**config.mk**
```make
export PLATFORM = sky130hd
export DESIGN_NAME = safe_relative_path_checker_unit
export DESIGN_NICKNAME = d
export VERILOG_FILES = /design/src/design/srpc_pkg.sv /design/src/design/srpc_step.sv /design/src/design/safe_relative_path_checker_unit.sv
export SDC_FILE = /design/constraint.sdc
export NUM_CORES = 1
export LEC_CHECK = 0
export BUFFER_PORTS_ARGS = -buffer_cell sky130_fd_sc_hd__buf_2
export CORE_ASPECT_RATIO = 1.75
export CORE_MARGIN = 4
export CORE_UTILIZATION = 54
export DETAILED_ROUTE_END_ITERATION = 16
export GPL_ROUTABILITY_DRIVEN = 1
export PLACE_DENSITY = 0.76
export SYNTH_ARGS = -nofsm -noshare
export SYNTH_HDL_FRONTEND = slang
export SYNTH_HIERARCHICAL = 1
export SYNTH_SLANG_ARGS = --single-unit
export TNS_END_PERCENT = 100
```
**constraint.sdc**
```tcl
create_clock -name clk -period 3 [get_ports clk]
set_input_delay 0.15 -clock clk [delete_from_list [all_inputs] [get_ports clk]]
set_output_delay 0.15 -clock clk [all_outputs]
set_load 0.05 [all_outputs]
```
**src/design/srpc_pkg.sv**
```systemverilog
`default_nettype none

package srpc_pkg;

	// Path length counter width and its saturation point
	localparam int unsigned LEN_W = 13;
	typedef logic [LEN_W-1:0] len_t;
	localparam len_t LEN_MAX = len_t'(8191);

	// Bytes with a special meaning in a path
	localparam logic [7:0] CHAR_SLASH     = 8'h2F;
	localparam logic [7:0] CHAR_DOT       = 8'h2E;
	localparam logic [7:0] CHAR_BACKSLASH = 8'h5C;
	localparam logic [7:0] CHAR_NUL       = 8'h00;

	// Component length saturates at this value
	localparam logic [1:0] COMP_LEN_SAT = 2'd3;

	// Per-path scan state
	typedef struct packed {
		len_t       length_count;
		logic [1:0] component_length;
		logic       component_all_dots;
		logic       reject_seen;
	} path_state_t;

	localparam path_state_t PATH_CLEAR = '{
		length_count:       '0,
		component_length:   2'd0,
		component_all_dots: 1'b1,
		reject_seen:        1'b0
	};

endpackage

`default_nettype wire

```
**src/design/srpc_step.sv**
```systemverilog
`default_nettype none

// One scan step: fold a byte into the path state and form the verdict.
module srpc_step (
	input  wire srpc_pkg::path_state_t cur,
	input  wire                        char_valid,
	input  wire [7:0]                  char_byte,
	input  wire                        path_end,
	input  wire srpc_pkg::len_t        max_length,
	output srpc_pkg::path_state_t      nxt,
	output logic                       path_safe
);

	srpc_pkg::path_state_t upd;
	srpc_pkg::len_t        len_inc;
	logic                  cur_comp_bad;
	logic                  upd_comp_bad;

	assign len_inc = cur.length_count + srpc_pkg::len_t'(1);

	// Empty, "." or ".." component
	assign cur_comp_bad = (cur.component_length == 2'd0) ||
		(cur.component_all_dots && (cur.component_length != srpc_pkg::COMP_LEN_SAT));

	// Fold in the byte
	always_comb begin
		upd = cur;
		if (char_valid) begin
			if (cur.length_count == srpc_pkg::LEN_MAX) begin
				upd.reject_seen = 1'b1;
			end else begin
				upd.length_count = len_inc;
				if (len_inc > max_length) begin
					upd.reject_seen = 1'b1;
				end
			end
			if (char_byte == srpc_pkg::CHAR_SLASH) begin
				if (cur_comp_bad) begin
					upd.reject_seen = 1'b1;
				end
				upd.component_length   = 2'd0;
				upd.component_all_dots = 1'b1;
			end else begin
				if ((char_byte == srpc_pkg::CHAR_BACKSLASH) ||
				    (char_byte == srpc_pkg::CHAR_NUL)) begin
					upd.reject_seen = 1'b1;
				end
				if (cur.component_length != srpc_pkg::COMP_LEN_SAT) begin
					upd.component_length = cur.component_length + 2'd1;
				end
				if (char_byte != srpc_pkg::CHAR_DOT) begin
					upd.component_all_dots = 1'b0;
				end
			end
		end
	end

	assign upd_comp_bad = (upd.component_length == 2'd0) ||
		(upd.component_all_dots && (upd.component_length != srpc_pkg::COMP_LEN_SAT));

	// Verdict on the updated state; clear the path after its end
	assign path_safe = !(upd.reject_seen || (upd.length_count == '0) || upd_comp_bad);
	assign nxt       = path_end ? srpc_pkg::PATH_CLEAR : upd;

endmodule

`default_nettype wire

```
**src/design/safe_relative_path_checker_unit.sv**
```systemverilog
`default_nettype none

// Safe relative path checker.
// Input channel (in_valid / in_stall): one transaction per path byte, with
// char_valid marking a real byte and path_end marking the last transaction
// of a path. A transaction may carry both a byte and the end.
// Output channel (out_valid / out_stall): one transaction per path end,
// path_safe = 1 when the path passed every check.
// Verdict flow: an accepted end transaction passes the input register, then
// the result register, which shows its verdict.
// Throughput: one transaction per cycle while in_stall is low; the scan state
// update is a single pass of logic between the input and result registers.
// Stall: a waiting verdict holds in the result register; the input side
// keeps accepting until an end transaction reaches the input register while
// the result register is still full and stalled, then in_stall rises.
// Reset: clears the scan state and both valid flags, and sets max_length to
// MAX_PATH_LEN (saturated to 8191). cfg_wr_en writes max_length.
module safe_relative_path_checker_unit #(
	parameter int unsigned MAX_PATH_LEN = 4096
) (
	input  wire                 clk,
	input  wire                 arst_n,
	input  wire                 cfg_wr_en,
	input  wire srpc_pkg::len_t cfg_wr_data,
	input  wire                 in_valid,
	output logic                in_stall,
	input  wire                 char_valid,
	input  wire [7:0]           char_byte,
	input  wire                 path_end,
	output logic                out_valid,
	input  wire                 out_stall,
	output logic                path_safe
);

	localparam int unsigned RST_LEN = (MAX_PATH_LEN > 8191) ? 8191 : MAX_PATH_LEN;
	localparam srpc_pkg::len_t RST_MAX_LEN = srpc_pkg::len_t'(RST_LEN);

	srpc_pkg::len_t        max_length_q;
	srpc_pkg::path_state_t state_q;
	srpc_pkg::path_state_t state_nxt;
	logic                  valid_s1;
	logic                  char_valid_s1;
	logic [7:0]            char_byte_s1;
	logic                  path_end_s1;
	logic                  verdict;
	logic                  out_valid_q;
	logic                  path_safe_q;
	logic                  adv_s1;
	logic                  load_s1;

	// Stage 1 moves on unless it holds an end and the result slot is blocked
	assign adv_s1   = !(valid_s1 && path_end_s1 && out_valid_q && out_stall);
	assign in_stall = !adv_s1;
	assign load_s1  = in_valid && adv_s1;

	// Configuration register
	always_ff @(posedge clk or negedge arst_n) begin
		if (!arst_n) begin
			max_length_q <= RST_MAX_LEN;
		end else if (cfg_wr_en) begin
			max_length_q <= cfg_wr_data;
		end
	end

	// Input register
	always_ff @(posedge clk or negedge arst_n) begin
		if (!arst_n) begin
			valid_s1 <= 1'b0;
		end else if (adv_s1) begin
			valid_s1 <= in_valid;
		end
	end

	always_ff @(posedge clk) begin
		if (load_s1) begin
			char_valid_s1 <= char_valid;
			char_byte_s1  <= char_byte;
			path_end_s1   <= path_end;
		end
	end

	srpc_step u_step (
		.cur        (state_q),
		.char_valid (char_valid_s1),
		.char_byte  (char_byte_s1),
		.path_end   (path_end_s1),
		.max_length (max_length_q),
		.nxt        (state_nxt),
		.path_safe  (verdict)
	);

	// Scan state: advance on each transaction leaving stage 1
	always_ff @(posedge clk or negedge arst_n) begin
		if (!arst_n) begin
			state_q <= srpc_pkg::PATH_CLEAR;
		end else if (valid_s1 && adv_s1) begin
			state_q <= state_nxt;
		end
	end

	// Result register: load on path end, drop once taken
	always_ff @(posedge clk or negedge arst_n) begin
		if (!arst_n) begin
			out_valid_q <= 1'b0;
		end else if (valid_s1 && path_end_s1 && adv_s1) begin
			out_valid_q <= 1'b1;
		end else if (!out_stall) begin
			out_valid_q <= 1'b0;
		end
	end

	always_ff @(posedge clk) begin
		if (valid_s1 && path_end_s1 && adv_s1) begin
			path_safe_q <= verdict;
		end
	end

	assign out_valid = out_valid_q;
	assign path_safe = path_safe_q;

endmodule

`default_nettype wire

```
# Word-level counts from Yosys, hierarchy flattened

Index checks and enable logic that the tools add are counted.

ROM bits: 0
Register bits after elaboration: 43
RAM bits: 0
Logic and storage cells: 52
Input port bits: 28
Bits in latches: 0
Memories kept: 0

Add/subtract/negate cells: 2
Bitwise operators: 0
Reduce and logical (&&, ||, !) cells: 19
Div/mod/pow operators: 0
$mul: 0
Muxes and demuxes: 12
Shifts and indexed selects: 0
Equal/unequal tests: 7
Order comparisons: 1

Operators by type and width:

| cell                                                                     | count |
|---|---|
| 17-bit two-way mux                                                       | 2 |
| 13-bit by 1-bit adder with 13-bit output (second input constant)         | 1 |
| 13-bit equality test (second input constant)                             | 1 |
| 13-bit greater-than comparator                                           | 1 |
| 13-bit logical NOT                                                       | 1 |
| 13-bit two-way mux                                                       | 1 |
| 8-bit by 6-bit equality test with 1-bit output (second input constant)   | 1 |
| 8-bit by 7-bit equality test with 1-bit output (second input constant)   | 1 |
| 1-bit logical AND                                                        | 8 |
| 8-bit logical NOT                                                        | 1 |
| 8-bit by 6-bit inequality test with 1-bit output (second input constant) | 1 |
| 1-bit two-way mux                                                        | 7 |
| 1-bit logical OR                                                         | 5 |
| 2-bit logical NOT                                                        | 2 |
| 4-bit two-way mux                                                        | 1 |
| 2-bit inequality test (second input constant)                            | 2 |
| 2-bit by 1-bit adder with 2-bit output (second input constant)           | 1 |
| 1-bit logical NOT                                                        | 2 |
| 2-bit two-way mux                                                        | 1 |
| 2-bit by 1-bit inequality test with 1-bit output (second input constant) | 1 |

# Longest topological paths before layout

Gate-level depths: netlist (run 1).

Depth in word-level cells: 12
Depth in mapped cells: 14
Mapped depth without buffers: 13

# By module

The synthesis (run 1) kept the hierarchy.

Modules (own cells, without submodules):

| module                          | instances | area an instance (um2) | cells an instance | sequential area each (um2) |
|---|---|---|---|---|
| safe_relative_path_checker_unit | 1         | 1863.0                 | 146               | 1133.6 |
| srpc_step                       | 1         | 1272.5                 | 183               | 0.0 |

# Worst setup path before layout (run 1)

Ideal clock, no wire load.

Path type: flip-flop to flip-flop
From: reg state_q[4] (netlist bit)
To: reg state_q[0] (netlist bit)
Stages on the path, launching flop included: 14
Required time: 2.869 ns
Setup slack: -0.269 ns
Data arrival time: 3.138 ns
Setup time: 0.131 ns
Period minus slack after synthesis: 3.269 ns
Cells stage by stage: dfrtp_1 > ha_1 > nand4_4 > or2_2 > xnor2_1 > ha_1 > a21o_1 > a21o_1 > a221o_1 > a2111oi_1 > o21ai_1 > nor2b_1 > nand2_1 > o211ai_1

RTL lines:

| element                | line                                  | RTL |
|---|---|---|
| from (decl)            | safe_relative_path_checker_unit.sv:39 | `srpc_pkg::path_state_t state_q;` |
| from (signal assigned) | safe_relative_path_checker_unit.sv:95 | `state_q <= srpc_pkg::PATH_CLEAR;` |
| from (signal assigned) | safe_relative_path_checker_unit.sv:97 | `state_q <= state_nxt;` |

==> key figures, run 1 <==
Yosys
  – Ys Warns: 6
  – Post-Synthesis Cells: 329
  – Sequential share of the synthesized area: 0.362
  – FF+latch count, synth: 43
  – EDFF count, synth: 11
  – Synth Cell Area: 3140 um^2
  – Syn_nets: 371
  – Syn Area/Cell: 9.53 um^2
  – Asr flop ratio synth: 0.744
  – Synth Flop Type: dfrtp_1
  – Yosys cell types: 54

Clock tree
  – Worst-skew pair later-pin latency: 0.30 ns
  – H-tree levels: 2
  – Clock Sink Count: 43
  – CTS Buf Count: 5
  – CTS tree: built
  – Clock root buffer: clkbuf_8
  – CTS max path bufs: 2
  – Clk pin slew, worst setup/hold paths: 0.09 ns

Detailed routing
  – WL per Instance: 15.6 um
  – Drt first pass iters: 6
  – Via Count: 2632
  – DR iter-0 viols: 133
  – Vias per cell: 5.85
  – Routed Wire Length: 7.00 mm
  – # DRC: 0
  – Post-route ant nets: 0

STA
  – Final setup violation count: 0
  – Final Slew Violations: 0
  – Hold WS: 0.0150 ns
  – Maximum clock frequency: 0.336 GHz
  – Worst-Margin Slew: 0.740 ns
  – Post-layout min period: 2.98 ns
  – Max-slew headroom: 0.506
  – Worst Clk Skew: 0.00889 ns
  – RSZ-0062 raised after global routing: yes
  – Crit share post-route: 0.992
  – Final hold violation count: 0
  – Worst setup margin: 0.0230 ns

Place
  – Dpl hpwl: 4.99 mm
  – Post-DP Area: 3410 um^2
  – Setup WS pre-CTS: -0.0191 ns
  – Port Buf Inserts: 30
  – GP Congestion: 0.840

Worst hold path
  – Hold Path Class: input port to flop
  – Worst Hold End: char_byte_s1[2]
  – Worst hold start: char_byte[2]
  – Hold Path Cell Cnt: 1

Critical path
  – Reg2Reg Launch Point: state_q[4]
  – Reg2reg end: state_q[0]
  – Register-to-register setup slack: 0.02 ns
  – Required @ worst endpoint: 3.16 ns
  – CP arrival: 3.13 ns
  – Critical path class: flop to flop
  – FF-to-FF path depth: 14
  – Crit end category: flop
  – Critical path startpoint category: flop
  – CP max FO: 6

Power and ir drop
  – Leak: 1.62 nW
  – PwrDens: 404 nW/um^2
  – Worst vdd ir: 0.320 mV

Die
  – Starting Density: 0.561
  – Core Rows: 36
  – Die Y: 109 um
  – DIE WIDTH: 65.6 um
  – Die ar.: 7140 um^2
  – Core area: 5590 um^2
  – # IOs: 31

Global route
  – Largest net degree at the start of global routing: 37
  – Met2 usage: 0.387
  – GR peak layer: met2
  – First-pass GRT wire length: 11.7 mm
  – Grt ovf: 0
  – GR Util met1: 0.227
  – Initial antenna violation count: 0
  – Met3 usage: 0.0340
  – GR Util All Layers: 0.211
  – Vias in the first global route: 2581

Cells and area
  – Share of layout cells above drive strength 1: 0.337
  – Fin nets: 415
  – Area Growth Syn to Fin: 17.2%
  – Antenna Cells: 0
  – Design area: 3680 um^2

Job
  – Max Cap Violations: 0

Status
  – Status: finished clean
[worst max-delay path by stage]
| stage | from | slack [ns] | end | depth (start not counted) |
|---|---|---|---|---|
| finish | state_q[4] | 0.02 | state_q[0] | 14 |
| global route | state_q[4] | -0.12 | state_q[0] | 14 |
| CTS | state_q[4] | 0.003 | state_q[0] | 13 |
| detailed placement | state_q[4] | -0.02 | state_q[0] | 13 |
| global placement | state_q[4] | 0.06 | state_q[0] | 13 |
| floorplan | state_q[4] | 0.01 | state_q[0] | 13 |
[power breakdown]
group	total [W]	internal, W	switching [W]	leakage [nW]
Clock	0.000470	0.000252	0.000218	0.0587
Combinational	0.000325	0.000146	0.000179	1.05
Sequential	0.000689	0.000651	0.0000385	0.505
[per-stage QoR]
stage | TNS (ns) | std cells | utilization | power, W
6_report | 0 | 450 | 0.658 | 0.00148
5_1_grt | -0.196 | 450 | 0.658 | 0.00156
4_1_cts | 0 | 444 | 0.636 | 0.00147
3_5_place_dp | -0.0191 | 434 | 0.610 | 0.000997
2_1_floorplan | 0 | 329 | - | 0.000902
3_3_place_gp | 0 | 434 | 0.610 | 0.000987
[sequential cells by signal, indices dropped and copies added (netlist names)]
name           flops
state_q           17
char_byte_s1       8
char_valid_s1      1
out_valid          1
valid_s1           1
path_end_s1        1
max_length_q      13
path_safe          1
[timing repair]
item,4_1_cts,5_1_grt
endpoints found under the setup margin,1,2
hold buffers,1,3
pin swaps,5,9
resized for setup,3,16
buffers inserted,1,3
endpoints found under the hold margin,30,3
[area by class of cell]
type                       count  area, um^2
clock buffer                   5        68.8
clock inverter                 3        47.5
fill                         472        1910
inverter                      20        75.1
multi-input combinational    241        1840
sequential                    43        1140
tap                           76        95.1
timing repair buffer          62         408
[worst max-delay path: stages (launching register included)]
cell,delay (ns)
dfrtp_2,0.41
buf_6,0.14
nand4_4,0.11
or3_4,0.43
or2_4,0.25
xnor2_1,0.13
ha_1,0.31
and4_4,0.18
nand3_4,0.08
a21oi_2,0.05
a2111oi_4,0.35
o21ai_2,0.10
nor2b_2,0.16
nand2_1,0.07
o211ai_1,0.08
[Yosys cell counts (all sizes together) (2+ instances only)]
cell      n  area [um^2]
or2       3         18.8
nor2b     3         18.8
nor3      7         40.0
nor2     13         51.3
nand2b   20          125
a21oi    16         80.1
ha       14          175
nand2    30          113
o211ai   18          185
o21ai    14         70.1
xor2      6         52.6
buf      23          175
edfxtp   11          330
dfrtp    30          751
a21o      3         22.5
nor4      4         25.0
a211oi    2         20.0
xnor2    13          114
a2111oi   2         25.0
inv      20         75.1
nand4    25          178
dfstp     2         52.6
mux2     13          146
or3      10         72.6
nand3     9         50.1
clkbuf    2         7.51
and4      4         35.0
[per-layer routing]
layer	part of all wire	vias up
met4	0.037	0
li1	-	1273
met2	0.54	76
met1	0.39	1263
met3	0.040	20
met5	0	-
[cell families (layout without fill, tap and decap cells)]
logic type / Yosys count / after routing / share of synthesized area
AO/OA/AOI/OAI: 63 / 63 / 0.158
AND/OR/NAND/NOR: 130 / 130 / 0.236
flip-flops: 43 / 43 / 0.362
adder cells (fa/ha/maj): 15 / 15 / 0.0591
XOR/XNOR: 19 / 19 / 0.0531
multiplexers: 14 / 14 / 0.0499
buffers and inverters: 45 / 90 / 0.0822
[cell usage in the layout (no fill, tap or decap), types with 13 or more instances in the layout]
cell type	n
nand2b_1	20
dfrtp_1	26
buf_2	30
inv_1	20
a21oi_1	15
buf_4	26
mux2_2	13
ha_1	13
nand2_1	30
nand4_1	23
Power figures use the tool's default switching activity.
==> run 2, diff against run 1 <==
--- a/config.mk
+++ b/config.mk
@@ -8,12 +8,11 @@
 export BUFFER_PORTS_ARGS = -buffer_cell sky130_fd_sc_hd__buf_2
 export CORE_ASPECT_RATIO = 1.75
 export CORE_MARGIN = 4
-export CORE_UTILIZATION = 54
+export CORE_UTILIZATION = 53
 export DETAILED_ROUTE_END_ITERATION = 16
 export GPL_ROUTABILITY_DRIVEN = 1
-export PLACE_DENSITY = 0.76
+export PLACE_DENSITY = 0.75
 export SYNTH_ARGS = -nofsm -noshare
 export SYNTH_HDL_FRONTEND = slang
-export SYNTH_HIERARCHICAL = 1
 export SYNTH_SLANG_ARGS = --single-unit
 export TNS_END_PERCENT = 100
==> key figures, run 2 <==
Yosys
  – Syn Area/Cell: 9.31 um^2 (was 9.53 um^2)
  – EDFF count, synth: 11 (unchanged)
  – Synth Cell Area: 2620 um^2 (was 3140 um^2)
  – Most frequent cell after synthesis: nand2_1
  – FF+latch count, synth: 43 (unchanged)
  – Ys Warns: 0 (was 6)
  – Top cell type's share of synthesized area: 0.287 (was 0.239)
  – Yosys cell types: 51 (was 54)
  – Asr flop ratio synth: 0.744 (unchanged)
  – Synth Flop Type: dfrtp_1 (unchanged)
  – Sequential share of the synthesized area: 0.433 (was 0.362)
  – Syn_nets: 323 (was 371)
  – Area leader, netlist: dfrtp_1 (unchanged)
  – Post-Synthesis Cells: 281 (was 329)
  – Ranking of synthesized cells by area: dfrtp_1 (29%), edfxtp_1 (13%), ha_1 (6.7%) (was dfrtp_1 (24%), edfxtp_1 (11%), ha_1 (5.6%))
  – Commonest cells post-synth: nand2_1 (36), o21ai_0 (31), dfrtp_1 (30) (was dfrtp_1 (30), nand2_1 (30), nand4_1 (23))

Global route
  – GR Util All Layers: 0.204 (was 0.211)
  – Grt ovf: 0 (unchanged)
  – Vias in the first global route: 2077 (was 2581)
  – First-pass GRT wire length: 9.39 mm (was 11.7 mm)
  – Largest net degree at the start of global routing: 33 (was 37)
  – Initial antenna violation count: 0 (unchanged)

Die
  – Die Y: 101 um (was 109 um)
  – # IOs: 31 (unchanged)
  – Starting Density: 0.551 (was 0.561)
  – Core Rows: 33 (was 36)
  – Die ar.: 6170 um^2 (was 7140 um^2)
  – DIE WIDTH: 61.1 um (was 65.6 um)
  – Core area: 4750 um^2 (was 5590 um^2)

STA
  – Post-layout min period: 2.75 ns (was 2.98 ns)
  – Crit share post-route: 0.917 (was 0.992)
  – Final hold violation count: 0 (unchanged)
  – Maximum clock frequency: 0.364 GHz (was 0.336 GHz)
  – Worst-Margin Slew: 0.720 ns (was 0.740 ns)
  – Final setup violation count: 0 (unchanged)
  – Max-slew headroom: 0.520 (was 0.506)
  – Setup_tns: 0 ns (unchanged)
  – RSZ-0062 raised after global routing: no (was yes)
  – Hold WS: 0.0243 ns (was 0.0150 ns)
  – Worst Clk Skew: 0.00944 ns (was 0.00889 ns)
  – Final Slew Violations: 0 (unchanged)

Cells and area
  – Share of layout cells above drive strength 1: 0.177 (was 0.337)
  – Area Growth Syn to Fin: 8.94% (was 17.2%)
  – Commonest non-fill, non-tap cell in the layout: nand2_1
  – Most frequent cells in the layout: nand2_1 (36), o21ai_0 (31), buf_2 (30) (was nand2_1 (30), buf_2 (30), dfrtp_1 (26), buf_4 (26), nand4_1 (23))
  – Fin nets: 346 (was 415)
  – Antenna Cells: 0 (unchanged)
  – Largest registers: state_q: 17 flops, max_length_q: 13 flops, char_byte_s1: 8 flops (unchanged)
  – Largest Register: state_q (unchanged)
  – Post-Layout Cell Count: 357 (was 450)
  – Max reg flops: 17 (unchanged)

Place
  – GP Congestion: 0.989 (was 0.840)
  – Dpl hpwl: 4.24 mm (was 4.99 mm)
  – DP Cell Count: 348 (was 434)
  – Port Buf Inserts: 30 (unchanged)

Clock tree
  – CTS Buf Count: 5 (unchanged)
  – Clock root buffer: clkbuf_8 (unchanged)
  – Worst-skew pair later-pin latency: 0.30 ns (about the same)
  – H-tree levels: 2 (unchanged)
  – CTS tree: built (unchanged)
  – Clock Sink Count: 43 (unchanged)
  – Clk pin slew, worst setup/hold paths: 0.07 ns (was 0.09 ns)
  – Number of setup buffers added after CTS: 0 (was 1)
  – CTS max path bufs: 2 (unchanged)

Power and ir drop
  – Leak: 1.33 nW (was 1.62 nW)
  – Worst vdd ir: 0.379 mV (was 0.320 mV)
  – PwrDens: 442 nW/um^2 (was 404 nW/um^2)
  – Final Power: 0.00126 W (was 0.00148 W)

Critical path
  – Critical Path Max Stage Delay: 0.49 ns (was 0.43 ns)
  – Cell chain of the critical path: and4_4 -> and3_2 -> nand3_1 -> xnor2_1 -> ha_1 -> nand4_1 -> nor2_1 -> a21oi_1 -> a221o_1 -> o211a_1 (was buf_6 -> nand4_4 -> or3_4 -> or2_4 -> xnor2_1 -> ha_1 -> and4_4 -> nand3_4 -> a21oi_2 -> a2111oi_4 -> o21ai_2 -> nor2b_2 -> nand2_1 -> o211ai_1)
  – Crit end category: flop (unchanged)
  – Crit path max-delay family: simple AND/OR/NAND/NOR gates (unchanged)
  – Critical path startpoint category: flop (unchanged)
  – CP max FO: 9 (was 6)
  – Required @ worst endpoint: 3.05 ns (was 3.16 ns)
  – Critical path class: flop to flop (unchanged)
  – Slowest-stage cell, CP: dfrtp_1 (was or3_4)
  – Buffers plus inverters on the worst setup path: 0 (was 1)
  – CP arrival: 2.80 ns (was 3.13 ns)

Job
  – Max Cap Violations: 0 (unchanged)

Detailed routing
  – DR iter-0 viols: 69 (was 133)
  – # DRC: 0 (unchanged)
  – Via Count: 2146 (was 2632)
  – WL per Instance: 15.4 um (was 15.6 um)
  – Drt first pass iters: 4 (was 6)
  – Routed Wire Length: 5.52 mm (was 7.00 mm)
  – Vias per cell: 6.01 (was 5.85)
  – Post-route ant nets: 0 (unchanged)

Status
  – Status: finished clean (unchanged)

Worst hold path
  – Hold Path Class: input port to flop (unchanged)
==> run 2: metal layers <==
| metal | track usage | up-vias | wire, um |
|---|---|---|---|
| met5 | 0 | - | 0 |
| met4 | 0.145 | 0 | 348 |
| met3 | 0.0436 | 27 | 289 |
| met2 | 0.338 | 70 | 2850 |
| met1 | 0.219 | 999 | 2030 |
| li1 | - | 1050 | - |
==> run 2: through the flow <==
step                      area (um^2)  worst slack (ns)   util
after floorplan                  2620             0.341      -
after global placement           2750             0.288  0.578
after detailed placement         2750             0.183  0.578
after CTS                        2850             0.164  0.599
after global routing             2850            0.0214  0.601
final                            2850             0.250  0.601
==> run 2: report_power, final <==
part           internal [W]  switching (W)
combinational     0.0000873       0.000125
clock              0.000184       0.000184
sequential         0.000648      0.0000319
==> run 2: path summary, 6_finish.rpt <==
path                       depth (start not counted)             start  slack [ns]                to
min in group asynchronous                          2            arst_n        0.44   max_length_q[3]
hold reg to reg                                    2  max_length_q[12]        0.53  max_length_q[12]
setup reg to reg                                  10        state_q[9]        0.25         path_safe
max in group asynchronous                          2            arst_n        2.07        state_q[6]
hold / removal                                     1      char_byte[4]        0.02   char_byte_s1[4]
setup / recovery                                  10        state_q[9]        0.25         path_safe
==> run 2: layout make-up <==
class,count,area (um^2)
clock inverters,1,3.75
clock buffers,7,86.3
well taps,52,65.1
flip-flops and latches,43,1140
repair buffers,37,205
multi-input cells,199,1290
fillers,428,1900
inverters,18,67.6
==> run 2: cell families after synthesis <==
group           Yosys count  share of synthesized area
compound gates           78                      0.188
flops                    43                      0.433
buf+inv                  39                     0.0765
mux                       2                    0.00813
simple gates             91                      0.180
xor+xnor                 13                     0.0435
fa+ha+maj                15                     0.0707
==> run 2: repair_timing <==
item | 4_1_cts | 5_1_grt
hold endpoints to repair | 30 | 0
resized for setup | 0 | 4
hold buffers | 1 | 0
endpoints found under the setup margin | 0 | 2
==> run 3, diff against run 2 <==
--- a/config.mk
+++ b/config.mk
@@ -12,6 +12,7 @@
 export DETAILED_ROUTE_END_ITERATION = 16
 export GPL_ROUTABILITY_DRIVEN = 1
 export PLACE_DENSITY = 0.75
+export REMOVE_ABC_BUFFERS = 1
 export SYNTH_ARGS = -nofsm -noshare
 export SYNTH_HDL_FRONTEND = slang
 export SYNTH_SLANG_ARGS = --single-unit
==> key figures, run 3 (synthesis results as in run 2) <==
Status
  – Status: finished clean (unchanged)

Clock tree
  – Clock Sink Count: 43 (unchanged)
  – Number of setup buffers added after CTS: 0 (unchanged)
  – CTS Buf Count: 5 (unchanged)
  – Clock root buffer: clkbuf_8 (unchanged)
  – CTS tree: built (unchanged)
  – Clk pin slew, worst setup/hold paths: 0.09 ns (was 0.07 ns)
  – CTS max path bufs: 2 (unchanged)
  – H-tree levels: 2 (unchanged)
  – Worst-skew pair later-pin latency: 0.30 ns (about the same)

Critical path
  – Cell chain of the critical path: and2_1 -> and3_1 -> nand3_1 -> xnor2_1 -> ha_1 -> nand4_1 -> nor2_1 -> a21oi_1 -> a221o_1 -> o211a_1 (was and4_4 -> and3_2 -> nand3_1 -> xnor2_1 -> ha_1 -> nand4_1 -> nor2_1 -> a21oi_1 -> a221o_1 -> o211a_1)
  – Crit end category: flop (unchanged)
  – FF-to-FF path depth: 10 (unchanged)
  – Crit path max-delay family: simple AND/OR/NAND/NOR gates (unchanged)
  – Critical path depth: 10 (unchanged)
  – Required @ worst endpoint: 3.05 ns (about the same)
  – Buffers plus inverters on the worst setup path: 0 (unchanged)
  – Register-to-register setup slack: 0.20 ns (was 0.25 ns)
  – Slowest-stage cell, CP: dfrtp_1 (unchanged)
  – Critical path class: flop to flop (unchanged)
  – CP max FO: 9 (unchanged)
  – CP arrival: 2.85 ns (was 2.80 ns)
  – Critical Path Max Stage Delay: 0.52 ns (was 0.49 ns)
  – Critical path startpoint category: flop (unchanged)

Detailed routing
  – Via Count: 2207 (was 2146)
  – Drt first pass iters: 4 (unchanged)
  – WL per Instance: 16.9 um (was 15.4 um)
  – Vias per cell: 6.08 (was 6.01)
  – Post-route ant nets: 0 (unchanged)
  – Routed Wire Length: 6.13 mm (was 5.52 mm)
  – # DRC: 0 (unchanged)
  – DR iter-0 viols: 73 (was 69)

Cells and area
  – Post-Layout Cell Count: 363 (was 357)
  – Fin nets: 352 (was 346)
  – Register area: 1130 um^2 (was 1140 um^2)
  – Largest Register: state_q (unchanged)
  – Largest registers: state_q: 17 flops, max_length_q: 13 flops, char_byte_s1: 8 flops (unchanged)
  – Area Growth Syn to Fin: 10.2% (was 8.94%)
  – Multi-input gate area: 1290 um^2 (about the same)
  – Antenna Cells: 0 (unchanged)
  – Share of layout cells above drive strength 1: 0.183 (was 0.177)
  – Fillers: 438 (was 428)
  – Commonest non-fill, non-tap cell in the layout: nand2_1 (unchanged)
  – Most frequent cells in the layout: nand2_1 (36), o21ai_0 (31), buf_2 (30), dfrtp_1 (30), inv_1 (18) (was nand2_1 (36), o21ai_0 (31), buf_2 (30))
  – Max reg flops: 17 (unchanged)

Worst hold path
  – Hold Path Class: input port to flop (unchanged)
  – Hold Path Cell Cnt: 1 (unchanged)

Die
  – # IOs: 31 (unchanged)
  – Starting Density: 0.551 (unchanged)
  – Core Rows: 33 (unchanged)
  – Core area: 4750 um^2 (unchanged)
  – Die ar.: 6170 um^2 (unchanged)
  – DIE WIDTH: 61.1 um (unchanged)
  – Die Y: 101 um (unchanged)

Global route
  – Initial antenna violation count: 0 (unchanged)
  – First-pass GRT wire length: 10.2 mm (was 9.39 mm)
  – Vias in the first global route: 2143 (was 2077)
  – GR Util All Layers: 0.222 (was 0.204)
  – Grt ovf: 0 (unchanged)
  – Largest net degree at the start of global routing: 33 (unchanged)

Power and ir drop
  – Leak: 1.36 nW (was 1.33 nW)
  – PwrDens: 435 nW/um^2 (was 442 nW/um^2)
  – Final Power: 0.00125 W (was 0.00126 W)
  – Worst vdd ir: 0.403 mV (was 0.379 mV)
  – Flop pwr share: 0.547 (was 0.540)
  – Combinational Power Share: 0.169 (about the same)
  – Sw Ratio: 0.284 (was 0.270)
  – Switching pwr: 0.000356 W (was 0.000341 W)
  – Pint: 0.000898 W (was 0.000920 W)
  – Clock power share: 0.284 (was 0.292)

Place
  – Dpl hpwl: 4.64 mm (was 4.24 mm)
  – Port Buf Inserts: 30 (unchanged)
  – DP Cell Count: 354 (was 348)
  – GP Congestion: 0.997 (was 0.989)

STA
  – Worst-Margin Slew: 0.732 ns (was 0.720 ns)
  – Hold WS: 0.0268 ns (was 0.0243 ns)
  – Post-layout min period: 2.80 ns (was 2.75 ns)
  – Maximum clock frequency: 0.357 GHz (was 0.364 GHz)
  – Final setup violation count: 0 (unchanged)
  – Worst Clk Skew: 0.0147 ns (was 0.00944 ns)
  – RSZ-0062 raised after global routing: no (unchanged)
  – Final Slew Violations: 0 (unchanged)
  – Max-slew headroom: 0.507 (was 0.520)
  – Crit share post-route: 0.934 (was 0.917)
  – Final hold violation count: 0 (unchanged)
  – Setup_tns: 0 ns (unchanged)

Job
  – Max Cap Violations: 0 (unchanged)
==> run 3: final cells by class <==
type                            count  area share
Clock buffer                        7      0.0265
Clock inverter                      1     0.00174
Inverter                           18      0.0234
Multi-Input combinational cell    199       0.446
Sequential cell                    43       0.393
Tap cell                           52      0.0226
Timing Repair Buffer               43      0.0868
==> run 3: repair_timing <==
action | CTS | global route
hold endpoints to repair | 30 | 0
endpoints found under the setup margin | 0 | 1
gates resized for setup | 0 | 1
hold buffers | 1 | 0
==> run 3: final timing paths <==
check	endpoint	startpoint
max	path_safe	state_q[4]
min	char_byte_s1[4]	char_byte[4]
max reg2reg	path_safe	state_q[4]
min reg2reg	max_length_q[12]	max_length_q[12]
max in group asynchronous	out_valid	arst_n
min in group asynchronous	max_length_q[5]	arst_n
==> run 3: routing by layer <==
| metal | track usage | share of wire | vias up | wire [um] |
|---|---|---|---|---|
| li1 | - | - | 1060 | - |
| met1 | 0.237 | 0.37 | 1029 | 2250 |
| met2 | 0.386 | 0.52 | 89 | 3210 |
| met3 | 0.0346 | 0.053 | 29 | 328 |
| met4 | 0.137 | 0.056 | 0 | 342 |
| met5 | 0 | 0 | - | 0 |
==> run 3: power by group through the flow <==
stage,combinational [W],clock (W),sequential (W)
6_report,0.000212,0.000356,0.000686
5_1_grt,0.000241,0.000393,0.000691
4_1_cts,0.000212,0.000369,0.000684
3_5_place_dp,0.000209,0,0.000696
3_3_place_gp,0.000204,0,0.000692
2_1_floorplan,0.000125,0,0.000696
==> run 3: worst register-to-register path: cells and delay by family (launching register included) <==
kind / cells / cell delay, ns
fa+ha+maj: 1 / 0.32
simple gates: 5 / 0.97
flops: 1 / 0.52
compound gates: 3 / 0.57
xor+xnor: 1 / 0.17
==> run 3: per-stage QoR <==
| step | worst slack [ns] | instance area [um^2] | utilization |
|---|---|---|---|
| after floorplan | 0.424 | 2480 | - |
| after detailed placement | 0.199 | 2790 | 0.588 |
| final | 0.198 | 2880 | 0.607 |
| after global placement | 0.273 | 2790 | 0.588 |
| after CTS | 0.179 | 2880 | 0.607 |
| after global routing | 0.0371 | 2880 | 0.607 |
